==> src/hse_pkg.sv <==
// Heap sort engine package: microcode word layout, program ROM and compare helper.
`timescale 1ns / 1ps
`default_nettype none
package hse_pkg;

    localparam int unsigned PC_W = 5;
    localparam int unsigned DATA_W = 32;

    // datapath actions, one per control word
    typedef enum logic [4:0] {
        OP_NOP    = 5'd0,
        OP_LOAD   = 5'd1,
        OP_BINIT  = 5'd2,
        OP_BNODE  = 5'd3,
        OP_LATX   = 5'd4,
        OP_RDL    = 5'd5,
        OP_RDR    = 5'd6,
        OP_PICK   = 5'd7,
        OP_MOVE   = 5'd8,
        OP_PLACE  = 5'd9,
        OP_SINIT  = 5'd10,
        OP_RD0    = 5'd11,
        OP_SWAP   = 5'd12,
        OP_SSET   = 5'd13,
        OP_OINIT  = 5'd14,
        OP_ORD    = 5'd15,
        OP_EMIT   = 5'd16,
        OP_FINISH = 5'd17
    } t_op;

    // jump conditions; a taken jump loads the target, else the step counter advances
    typedef enum logic [3:0] {
        C_NEXT       = 4'd0,
        C_ALWAYS     = 4'd1,
        C_NO_START   = 4'd2,
        C_K_ZERO     = 4'd3,
        C_NO_LEFT    = 4'd4,
        C_BEST_ABOVE = 4'd5,
        C_SORTING    = 4'd6,
        C_K_LE1      = 4'd7,
        C_SLOT_BUSY  = 4'd8,
        C_MORE       = 4'd9
    } t_cond;

    typedef struct packed {
        t_op              op;
        t_cond            cond;
        logic [PC_W-1:0]  target;
    } t_ctrl;

    // program step addresses
    localparam logic [PC_W-1:0] STEP_IDLE   = 5'd0;
    localparam logic [PC_W-1:0] STEP_BINIT  = 5'd1;
    localparam logic [PC_W-1:0] STEP_BCHK   = 5'd2;
    localparam logic [PC_W-1:0] STEP_BNODE  = 5'd3;
    localparam logic [PC_W-1:0] STEP_LATX   = 5'd4;
    localparam logic [PC_W-1:0] STEP_SIFT0  = 5'd5;
    localparam logic [PC_W-1:0] STEP_SIFT1  = 5'd6;
    localparam logic [PC_W-1:0] STEP_SIFT2  = 5'd7;
    localparam logic [PC_W-1:0] STEP_SIFT3  = 5'd8;
    localparam logic [PC_W-1:0] STEP_PLACE  = 5'd9;
    localparam logic [PC_W-1:0] STEP_BLOOP  = 5'd10;
    localparam logic [PC_W-1:0] STEP_SINIT  = 5'd11;
    localparam logic [PC_W-1:0] STEP_SCHK   = 5'd12;
    localparam logic [PC_W-1:0] STEP_SRD0   = 5'd13;
    localparam logic [PC_W-1:0] STEP_SSWAP  = 5'd14;
    localparam logic [PC_W-1:0] STEP_SSET   = 5'd15;
    localparam logic [PC_W-1:0] STEP_OINIT  = 5'd16;
    localparam logic [PC_W-1:0] STEP_ORD    = 5'd17;
    localparam logic [PC_W-1:0] STEP_OEMIT  = 5'd18;
    localparam logic [PC_W-1:0] STEP_OCHK   = 5'd19;
    localparam logic [PC_W-1:0] STEP_FINISH = 5'd20;

    // program ROM
    function automatic t_ctrl micro_rom(input logic [PC_W-1:0] pc);
        t_ctrl w;
        w = '{op: OP_NOP, cond: C_ALWAYS, target: STEP_IDLE};
        case (pc)
            STEP_IDLE:   w = '{op: OP_LOAD,   cond: C_NO_START,   target: STEP_IDLE};
            STEP_BINIT:  w = '{op: OP_BINIT,  cond: C_NEXT,       target: STEP_IDLE};
            STEP_BCHK:   w = '{op: OP_NOP,    cond: C_K_ZERO,     target: STEP_SINIT};
            STEP_BNODE:  w = '{op: OP_BNODE,  cond: C_NEXT,       target: STEP_IDLE};
            STEP_LATX:   w = '{op: OP_LATX,   cond: C_NEXT,       target: STEP_IDLE};
            STEP_SIFT0:  w = '{op: OP_RDL,    cond: C_NO_LEFT,    target: STEP_PLACE};
            STEP_SIFT1:  w = '{op: OP_RDR,    cond: C_NEXT,       target: STEP_IDLE};
            STEP_SIFT2:  w = '{op: OP_PICK,   cond: C_NEXT,       target: STEP_IDLE};
            STEP_SIFT3:  w = '{op: OP_MOVE,   cond: C_BEST_ABOVE, target: STEP_SIFT0};
            STEP_PLACE:  w = '{op: OP_PLACE,  cond: C_SORTING,    target: STEP_SCHK};
            STEP_BLOOP:  w = '{op: OP_NOP,    cond: C_ALWAYS,     target: STEP_BCHK};
            STEP_SINIT:  w = '{op: OP_SINIT,  cond: C_NEXT,       target: STEP_IDLE};
            STEP_SCHK:   w = '{op: OP_NOP,    cond: C_K_LE1,      target: STEP_OINIT};
            STEP_SRD0:   w = '{op: OP_RD0,    cond: C_NEXT,       target: STEP_IDLE};
            STEP_SSWAP:  w = '{op: OP_SWAP,   cond: C_NEXT,       target: STEP_IDLE};
            STEP_SSET:   w = '{op: OP_SSET,   cond: C_ALWAYS,     target: STEP_SIFT0};
            STEP_OINIT:  w = '{op: OP_OINIT,  cond: C_NEXT,       target: STEP_IDLE};
            STEP_ORD:    w = '{op: OP_ORD,    cond: C_NEXT,       target: STEP_IDLE};
            STEP_OEMIT:  w = '{op: OP_EMIT,   cond: C_SLOT_BUSY,  target: STEP_OEMIT};
            STEP_OCHK:   w = '{op: OP_NOP,    cond: C_MORE,       target: STEP_ORD};
            STEP_FINISH: w = '{op: OP_FINISH, cond: C_ALWAYS,     target: STEP_IDLE};
            default:     w = '{op: OP_NOP,    cond: C_ALWAYS,     target: STEP_IDLE};
        endcase
        return w;
    endfunction

    // true if a must sit above b in the heap
    function automatic logic ranks_above(input logic signed [DATA_W-1:0] a,
                                         input logic signed [DATA_W-1:0] b,
                                         input logic min_heap);
        return min_heap ? (a < b) : (a > b);
    endfunction

endpackage
`default_nettype wire

==> src/heap_sort_engine_top.sv <==
// Heap sort engine top level: item load, microcoded heap sort and sorted output.
`timescale 1ns / 1ps
`default_nettype none
// Loads signed 32-bit items, one per cycle, into a store of MAX_ITEMS entries; items
// past capacity are dropped and reported through o_overflow on every result of the
// set. The item with i_last set is kept like any other and starts the run: a heap is built,
// heap sort runs, and all stored values come out in order, o_last_res on the final
// one. heap_kind 0 gives ascending order, 1 descending. While the run is busy the
// input stalls. Each level of a sift takes one store read per child, one compare and
// one move; each sift adds its setup (with the root swap during sort), the last child
// check and the final placement, and each result adds a store read, the emit and a
// check. The run time is set by the single read port of the store and the
// step-by-step sequencer.
// Write heap_kind only while idle.
module heap_sort_engine_top #(
    parameter int unsigned MAX_ITEMS = 64
) (
    input  wire logic                                i_clk,
    input  wire logic                                i_rst_n,
    // configuration write
    input  wire logic                                i_cfg_valid,
    output logic                                     o_cfg_ready,
    input  wire logic                                i_cfg_data,
    // input items
    input  wire logic                                i_in_valid,
    output logic                                     o_in_stall,
    input  wire logic signed [hse_pkg::DATA_W-1:0]   i_value,
    input  wire logic                                i_last,
    // result items
    output logic                                     o_out_valid,
    input  wire logic                                i_out_stall,
    output logic signed [hse_pkg::DATA_W-1:0]        o_value_res,
    output logic                                     o_last_res,
    output logic                                     o_overflow
);
    import hse_pkg::*;

    localparam int unsigned AW = (MAX_ITEMS > 1) ? $clog2(MAX_ITEMS) : 1;
    localparam int unsigned CW = $clog2(MAX_ITEMS + 1);
    localparam int unsigned CH = CW + 1;
    localparam logic [CW-1:0] MAX_CNT = CW'(MAX_ITEMS);

    // element store
    logic [DATA_W-1:0] mem [MAX_ITEMS];

    logic [PC_W-1:0]          r_pc;
    logic                     r_heap_kind;
    logic                     r_sorting;
    logic                     r_dropped;
    logic [CW-1:0]            r_count;
    logic [CW-1:0]            r_size;
    logic [CW-1:0]            r_k;
    logic [AW-1:0]            r_node;
    logic signed [DATA_W-1:0] r_x;
    logic signed [DATA_W-1:0] r_lv;
    logic signed [DATA_W-1:0] r_best;
    logic [CH-1:0]            r_bidx;
    logic signed [DATA_W-1:0] r_rd;
    logic                     r_out_valid;
    logic signed [DATA_W-1:0] r_out_value;
    logic                     r_out_last;
    logic                     r_out_ovf;

    t_ctrl             ctrl;
    logic              in_acc;
    logic              slot_free;
    logic [CH-1:0]     lchild;
    logic [CH-1:0]     rchild;
    logic [CW-1:0]     k_dec;
    logic              best_above;
    logic              right_wins;
    logic              jump;
    logic              rd_en;
    logic [AW-1:0]     rd_addr;
    logic              wr_en;
    logic [AW-1:0]     wr_addr;
    logic [DATA_W-1:0] wr_data;

    assign ctrl       = micro_rom(r_pc);
    assign in_acc     = i_in_valid && (r_pc == STEP_IDLE);
    assign slot_free  = !r_out_valid || !i_out_stall;
    assign lchild     = CH'({r_node, 1'b1});
    assign rchild     = CH'({r_node, 1'b0}) + CH'(2);
    assign k_dec      = r_k - CW'(1);
    assign best_above = ranks_above(r_best, r_x, r_heap_kind);
    assign right_wins = (rchild < CH'(r_size)) && ranks_above(r_rd, r_lv, r_heap_kind);

    assign o_cfg_ready = 1'b1;
    assign o_in_stall  = (r_pc != STEP_IDLE);
    assign o_out_valid = r_out_valid;
    assign o_value_res = r_out_value;
    assign o_last_res  = r_out_last;
    assign o_overflow  = r_out_ovf;

    // evaluate the jump condition of the current step
    always_comb begin
        case (ctrl.cond)
            C_NEXT:       jump = 1'b0;
            C_ALWAYS:     jump = 1'b1;
            C_NO_START:   jump = !(in_acc && i_last);
            C_K_ZERO:     jump = (r_k == '0);
            C_NO_LEFT:    jump = (lchild >= CH'(r_size));
            C_BEST_ABOVE: jump = best_above;
            C_SORTING:    jump = r_sorting;
            C_K_LE1:      jump = (r_k <= CW'(1));
            C_SLOT_BUSY:  jump = !slot_free;
            C_MORE:       jump = (r_k < r_count);
            default:      jump = 1'b1;
        endcase
    end

    // drive the store ports from the control word
    always_comb begin
        rd_en   = 1'b0;
        rd_addr = '0;
        wr_en   = 1'b0;
        wr_addr = '0;
        wr_data = i_value;
        case (ctrl.op)
            OP_LOAD: begin
                wr_en   = in_acc && (r_count < MAX_CNT);
                wr_addr = r_count[AW-1:0];
                wr_data = i_value;
            end
            OP_BNODE: begin
                rd_en   = 1'b1;
                rd_addr = k_dec[AW-1:0];
            end
            OP_RDL: begin
                rd_en   = 1'b1;
                rd_addr = lchild[AW-1:0];
            end
            OP_RDR: begin
                rd_en   = 1'b1;
                rd_addr = rchild[AW-1:0];
            end
            OP_MOVE: begin
                wr_en   = best_above;
                wr_addr = r_node;
                wr_data = r_best;
            end
            OP_PLACE: begin
                wr_en   = 1'b1;
                wr_addr = r_node;
                wr_data = r_x;
            end
            OP_RD0: begin
                rd_en   = 1'b1;
                rd_addr = '0;
            end
            OP_SWAP: begin
                // old root goes to the tail while the tail is read out
                rd_en   = 1'b1;
                rd_addr = k_dec[AW-1:0];
                wr_en   = 1'b1;
                wr_addr = k_dec[AW-1:0];
                wr_data = r_rd;
            end
            OP_ORD: begin
                rd_en   = 1'b1;
                rd_addr = r_k[AW-1:0];
            end
            default: begin
                rd_en = 1'b0;
            end
        endcase
    end

    // store write and registered read
    always_ff @(posedge i_clk) begin
        if (wr_en) begin
            mem[wr_addr] <= wr_data;
        end
        if (rd_en) begin
            r_rd <= mem[rd_addr];
        end
    end

    // advance the step counter
    always_ff @(posedge i_clk) begin
        if (!i_rst_n) begin
            r_pc <= STEP_IDLE;
        end else if (jump) begin
            r_pc <= ctrl.target;
        end else begin
            r_pc <= r_pc + PC_W'(1);
        end
    end

    // hold the mode register
    always_ff @(posedge i_clk) begin
        if (!i_rst_n) begin
            r_heap_kind <= 1'b0;
        end else if (i_cfg_valid && o_cfg_ready) begin
            r_heap_kind <= i_cfg_data;
        end
    end

    // control state of the set
    always_ff @(posedge i_clk) begin
        if (!i_rst_n) begin
            r_count   <= '0;
            r_dropped <= 1'b0;
            r_sorting <= 1'b0;
        end else begin
            case (ctrl.op)
                OP_LOAD: begin
                    if (in_acc) begin
                        if (r_count < MAX_CNT) begin
                            r_count <= r_count + CW'(1);
                        end else begin
                            r_dropped <= 1'b1;
                        end
                    end
                end
                OP_SINIT: begin
                    r_sorting <= 1'b1;
                end
                OP_FINISH: begin
                    r_count   <= '0;
                    r_dropped <= 1'b0;
                    r_sorting <= 1'b0;
                end
                default: begin
                    r_sorting <= r_sorting;
                end
            endcase
        end
    end

    // sift datapath registers
    always_ff @(posedge i_clk) begin
        case (ctrl.op)
            OP_BINIT: begin
                r_size <= r_count;
                r_k    <= r_count >> 1;
            end
            OP_BNODE: begin
                r_node <= k_dec[AW-1:0];
                r_k    <= k_dec;
            end
            OP_LATX: begin
                r_x <= r_rd;
            end
            OP_RDR: begin
                r_lv <= r_rd;
            end
            OP_PICK: begin
                r_best <= right_wins ? r_rd : r_lv;
                r_bidx <= right_wins ? rchild : lchild;
            end
            OP_MOVE: begin
                if (best_above) begin
                    r_node <= r_bidx[AW-1:0];
                end
            end
            OP_SINIT: begin
                r_k <= r_size;
            end
            OP_SSET: begin
                r_x    <= r_rd;
                r_node <= '0;
                r_size <= k_dec;
                r_k    <= k_dec;
            end
            OP_OINIT: begin
                r_k <= '0;
            end
            OP_EMIT: begin
                if (slot_free) begin
                    r_k <= r_k + CW'(1);
                end
            end
            default: begin
                r_k <= r_k;
            end
        endcase
    end

    // output register: drop on accept, load on emit
    always_ff @(posedge i_clk) begin
        if (!i_rst_n) begin
            r_out_valid <= 1'b0;
        end else if (ctrl.op == OP_EMIT && slot_free) begin
            r_out_valid <= 1'b1;
        end else if (!i_out_stall) begin
            r_out_valid <= 1'b0;
        end
    end

    always_ff @(posedge i_clk) begin
        if (ctrl.op == OP_EMIT && slot_free) begin
            r_out_value <= r_rd;
            r_out_last  <= ((r_k + CW'(1)) == r_count);
            r_out_ovf   <= r_dropped;
        end
    end

endmodule
`default_nettype wire

==> config.mk <==
export PLATFORM = sky130hd
export DESIGN_NAME = heap_sort_engine_top
export DESIGN_NICKNAME = d
export VERILOG_FILES = /design/src/hse_pkg.sv /design/src/heap_sort_engine_top.sv
export SDC_FILE = /design/constraint.sdc
export NUM_CORES = 2
export LEC_CHECK = 0
export BUFFER_PORTS_ARGS = -buffer_cell sky130_fd_sc_hd__buf_2
export CAP_MARGIN = 25
export CORE_MARGIN = 1.5
export CORE_UTILIZATION = 63
export CTS_CLUSTER_SIZE = 40
export DETAILED_ROUTE_END_ITERATION = 7
export PLACE_DENSITY_LB_ADDON = 0.15
export SETUP_SLACK_MARGIN = 0.3
export SLEW_MARGIN = 30
export SYNTH_ARGS = -nofsm -noshare
export SYNTH_HDL_FRONTEND = slang
export SYNTH_SLANG_ARGS = --single-unit
==> constraint.sdc <==
create_clock -name i_clk -period 5.8 [get_ports i_clk]
set_clock_uncertainty 0.1 [all_clocks]
set_input_delay 1.45 -clock i_clk [delete_from_list [all_inputs] [get_ports i_clk]]
set_output_delay 1.45 -clock i_clk [all_outputs]
set_load 0.05 [all_outputs]
==> out/metrics.yaml <==
power_and_ir_drop:
  peakVddDrop_mv: 0.332
  power_mw: 45.5
  swShare_pct: 30.4
  powerDensity_nw_per_um2: 443
  p_int_mw: 31.7
  p_sw_mw: 13.8
  power_frac_comb_pct: 26.5
  p_seq_share_pct: 44.2
  pwr-share-clk_pct: 29.2
  p_leak_nw: 32.6
placement:
  dp_hpwl_mm: 130
  numPortBuffers: 74
  routabilityCongestion: 0.868
route:
  postRouteAntennaNets: 0
  wirelength_mm: 221
  drc: 10
  wl_per_cell_microns: 32.5
  dr.pass1.iters: 8
  avgViaCountPerCell: 6.69
  first_iter_violations: 5978
  vias: 45400
sta:
  setup_viol: 0
  finalCriticalPeriod_ns: 5.10
  hold_violations: 0
  hold_ws_ns: 0.389
  worst_slew_pin_slew_ns: 1.09
  max_freq_mhz: 196
  relSlewSlack_pct: 27.3
  fin_crit_sh_pct: 87.9
  fin_setup_tns_ns: 0
  slew_viol_final: 0
  grt_setup_unrepaired: "false"
floorplanning:
  dieArea_sq_um: 146000
  core_region_area_sq_um: 143000
  initial_core_util_pct: 63.4
  io_pins: 76
  dieHeight_microns: 383
  die_width_microns: 383
  rows: 139
yosys:
  synth.net_count: 4512
  ys_ff_latch: 2266
  yosysUniqueCellTypes: 75
  synth_ff_type: "edfxtp_1"
  ys_seq_area_share_pct: 74.6
  synth_cells: 4377
  syn_avg_cell_area_sq_um: 20.8
  syn-cell-area_sq_um: 90800
  async_reset_ff_share_pct: 0
  synth-edff-count: 2236
  yosysWarnings: 0
finish:
  syn2layout_area_growth_pct: 13.2
  final_layout_size_suffix_gt1_share_pct: 25.6
  final_cell_mix: "2236 x edfxtp_1, 512 x mux4_2, 495 x mux2i_1, 215 x clkbuf_16, 180 x buf_4"
  fin_nets: 4838
  layout_commonest_cell: "edfxtp_1"
clocking:
  cts_num_sinks: 2266
  clockBufferDepth: 3
  htreeDepth: 4
  clkTransAtPathRegs_ns: 0.07
  numCtsBuffers: 214
  ctsHoldBuffers: 0
  cts_tree: "built"
  post_cts_buffers: 0
  clk_latency_ns: 0.85
  root_buffer: "clkbuf_16"
  cts_resized: 0
worst_setup_path:
  critPathLaunchType: "flip-flop"
  critPathMaxFanout: 10
  cp_slowest_cell: "o311ai_1"
  cp.required_ns: 6.46
  critical_path_class: "flip-flop to flip-flop"
  cp-end-kind: "flip-flop"
  crit_buf_inv: 2
  worst_path_largest_cell_delay_ns: 0.58
  crit_chain: "ha_1 -> nand4_2 -> nor4_2 -> a21boi_1 -> o41a_1 -> nor3_1 -> o311ai_1 -> or2_1 -> mux2i_1 -> nor2_1 -> inv_1 -> ha_1 -> inv_1 -> or3_1 -> o211a_1 -> o32ai_1"
  crit_family: "simple AND/OR/NAND/NOR gates"
  critPathArrivalTime_ns: 5.75
global_routing:
  grt_pass1_vias: 45500
  grt_overflow: 0
  grt_pass1_wl_mm: 317
  grt_usage_pct: 30.7
  antenna_found_initial: 7
  grt_max_degree: 65
status:
  violations: "design-rule violations"
  outcome: "complete, but fails checks"
hold_path:
  min_path_type: "flip-flop to flip-flop"
flow_run:
  maxCapViolCount: 0
[kinds of logic (layout without fill, tap and decap cells)]
group                    Yosys count  count (layout)  share of synthesized area (%)
multiplexers                    1016            1016                           18.3
AO/OA/AOI/OAI                    268             268                           2.02
AND/OR/NAND/NOR                  383             383                           1.91
adder cells (fa/ha/maj)           96              96                           1.32
buffers and inverters            314             816                           1.59
XOR/XNOR                          33              33                          0.318
other                              1               3                        0.00413
flip-flops                      2266            2266                           74.6
[cells in the mapped netlist, types with 4 or more instances]
library cell | instances | area share (%)
ha_1 | 96 | 1.3
a21oi_1 | 63 | 0.35
buf_2 | 100 | 0.55
buf_1 | 20 | 0.083
o22ai_1 | 5 | 0.034
inv_1 | 98 | 0.40
a221o_1 | 5 | 0.055
o21ai_0 | 68 | 0.37
or3_1 | 5 | 0.034
a21o_1 | 9 | 0.074
a222oi_1 | 32 | 0.35
mux2_2 | 5 | 0.062
mux2i_1 | 497 | 5.5
nand2b_1 | 11 | 0.076
clkbuf_1 | 59 | 0.24
a22oi_1 | 10 | 0.083
buf_4 | 33 | 0.27
nor2b_1 | 9 | 0.062
nand4_1 | 8 | 0.055
and3_1 | 6 | 0.041
o31ai_1 | 4 | 0.033
mux4_2 | 512 | 13
nor2_1 | 156 | 0.64
xor2_1 | 8 | 0.077
edfxtp_1 | 2236 | 74
nand3_1 | 27 | 0.15
nor4_1 | 4 | 0.028
dfxtp_1 | 30 | 0.66
nand2_1 | 116 | 0.48
nor3_1 | 16 | 0.088
xnor2_1 | 25 | 0.24
or2_2 | 4 | 0.028
o21a_1 | 15 | 0.12
o211ai_1 | 6 | 0.050
and4_1 | 5 | 0.048
a31oi_1 | 9 | 0.062
[per-stage QoR]
stage               worst slack, ns  cells  util (%)  area [sq um]
global placement              0.961   6372      66.8         95800
detailed placement            0.806   6384      67.0         96100
floorplan                      1.12   4377         -         90800
finish                        0.704   6784      71.8        103000
CTS                           0.766   6776      71.6        103000
global route                  0.454   6782      71.8        103000
[flip-flops by register name, indices dropped and copies added, names as in the netlist, 5 cells and up]
| signal | count |
|---|---|
| ctrl | 14 |
| mem | 2048 |
| o_value_res | 32 |
| r_best | 32 |
| r_bidx | 6 |
| r_count | 7 |
| r_k | 7 |
| r_lv | 32 |
| r_node | 6 |
| r_pc | 5 |
| r_rd | 32 |
| r_size | 7 |
| r_x | 32 |
[per-layer routing]
metal	track usage (%)	up-vias	routed length (microns)
met1	44.9	23700	85000
met3	7.30	319	26200
li1	-	18800	-
met5	0	-	0
met2	46.7	2576	103000
met4	9.38	0	6370
[path summary, 6_finish.rpt]
kind	start	endpoint	slack [ns]	cells after the start
worst max-delay path	r_best[11]	ctrl[9]	0.70	16
worst min-delay path	r_dropped	o_overflow	0.39	0
worst max register to register	r_best[11]	ctrl[9]	0.70	16
worst min register to register	r_dropped	o_overflow	0.39	0
[final cells by class]
class,count,area (sq um)
Antenna cell,2,5.00
Clock buffer,271,5590
Inverter,100,375
Fill cell,8272,40500
Sequential cell,2266,67700
Tap cell,1903,2380
Timing Repair Buffer,324,3160
Multi-Input combinational cell,1797,22500
Clock inverter,121,1030
[power groups by stage]
stage / logic, mW / clock network [mW] / registers [mW]
floorplan: 7.40 / 0 / 20.3
global placement: 11.6 / 0 / 20.5
detailed placement: 11.9 / 0 / 20.5
CTS: 12.0 / 13.4 / 20.1
global route: 12.7 / 14.0 / 20.2
finish: 12.1 / 13.3 / 20.1
Note: power is estimated with default switching activity, not from simulation.
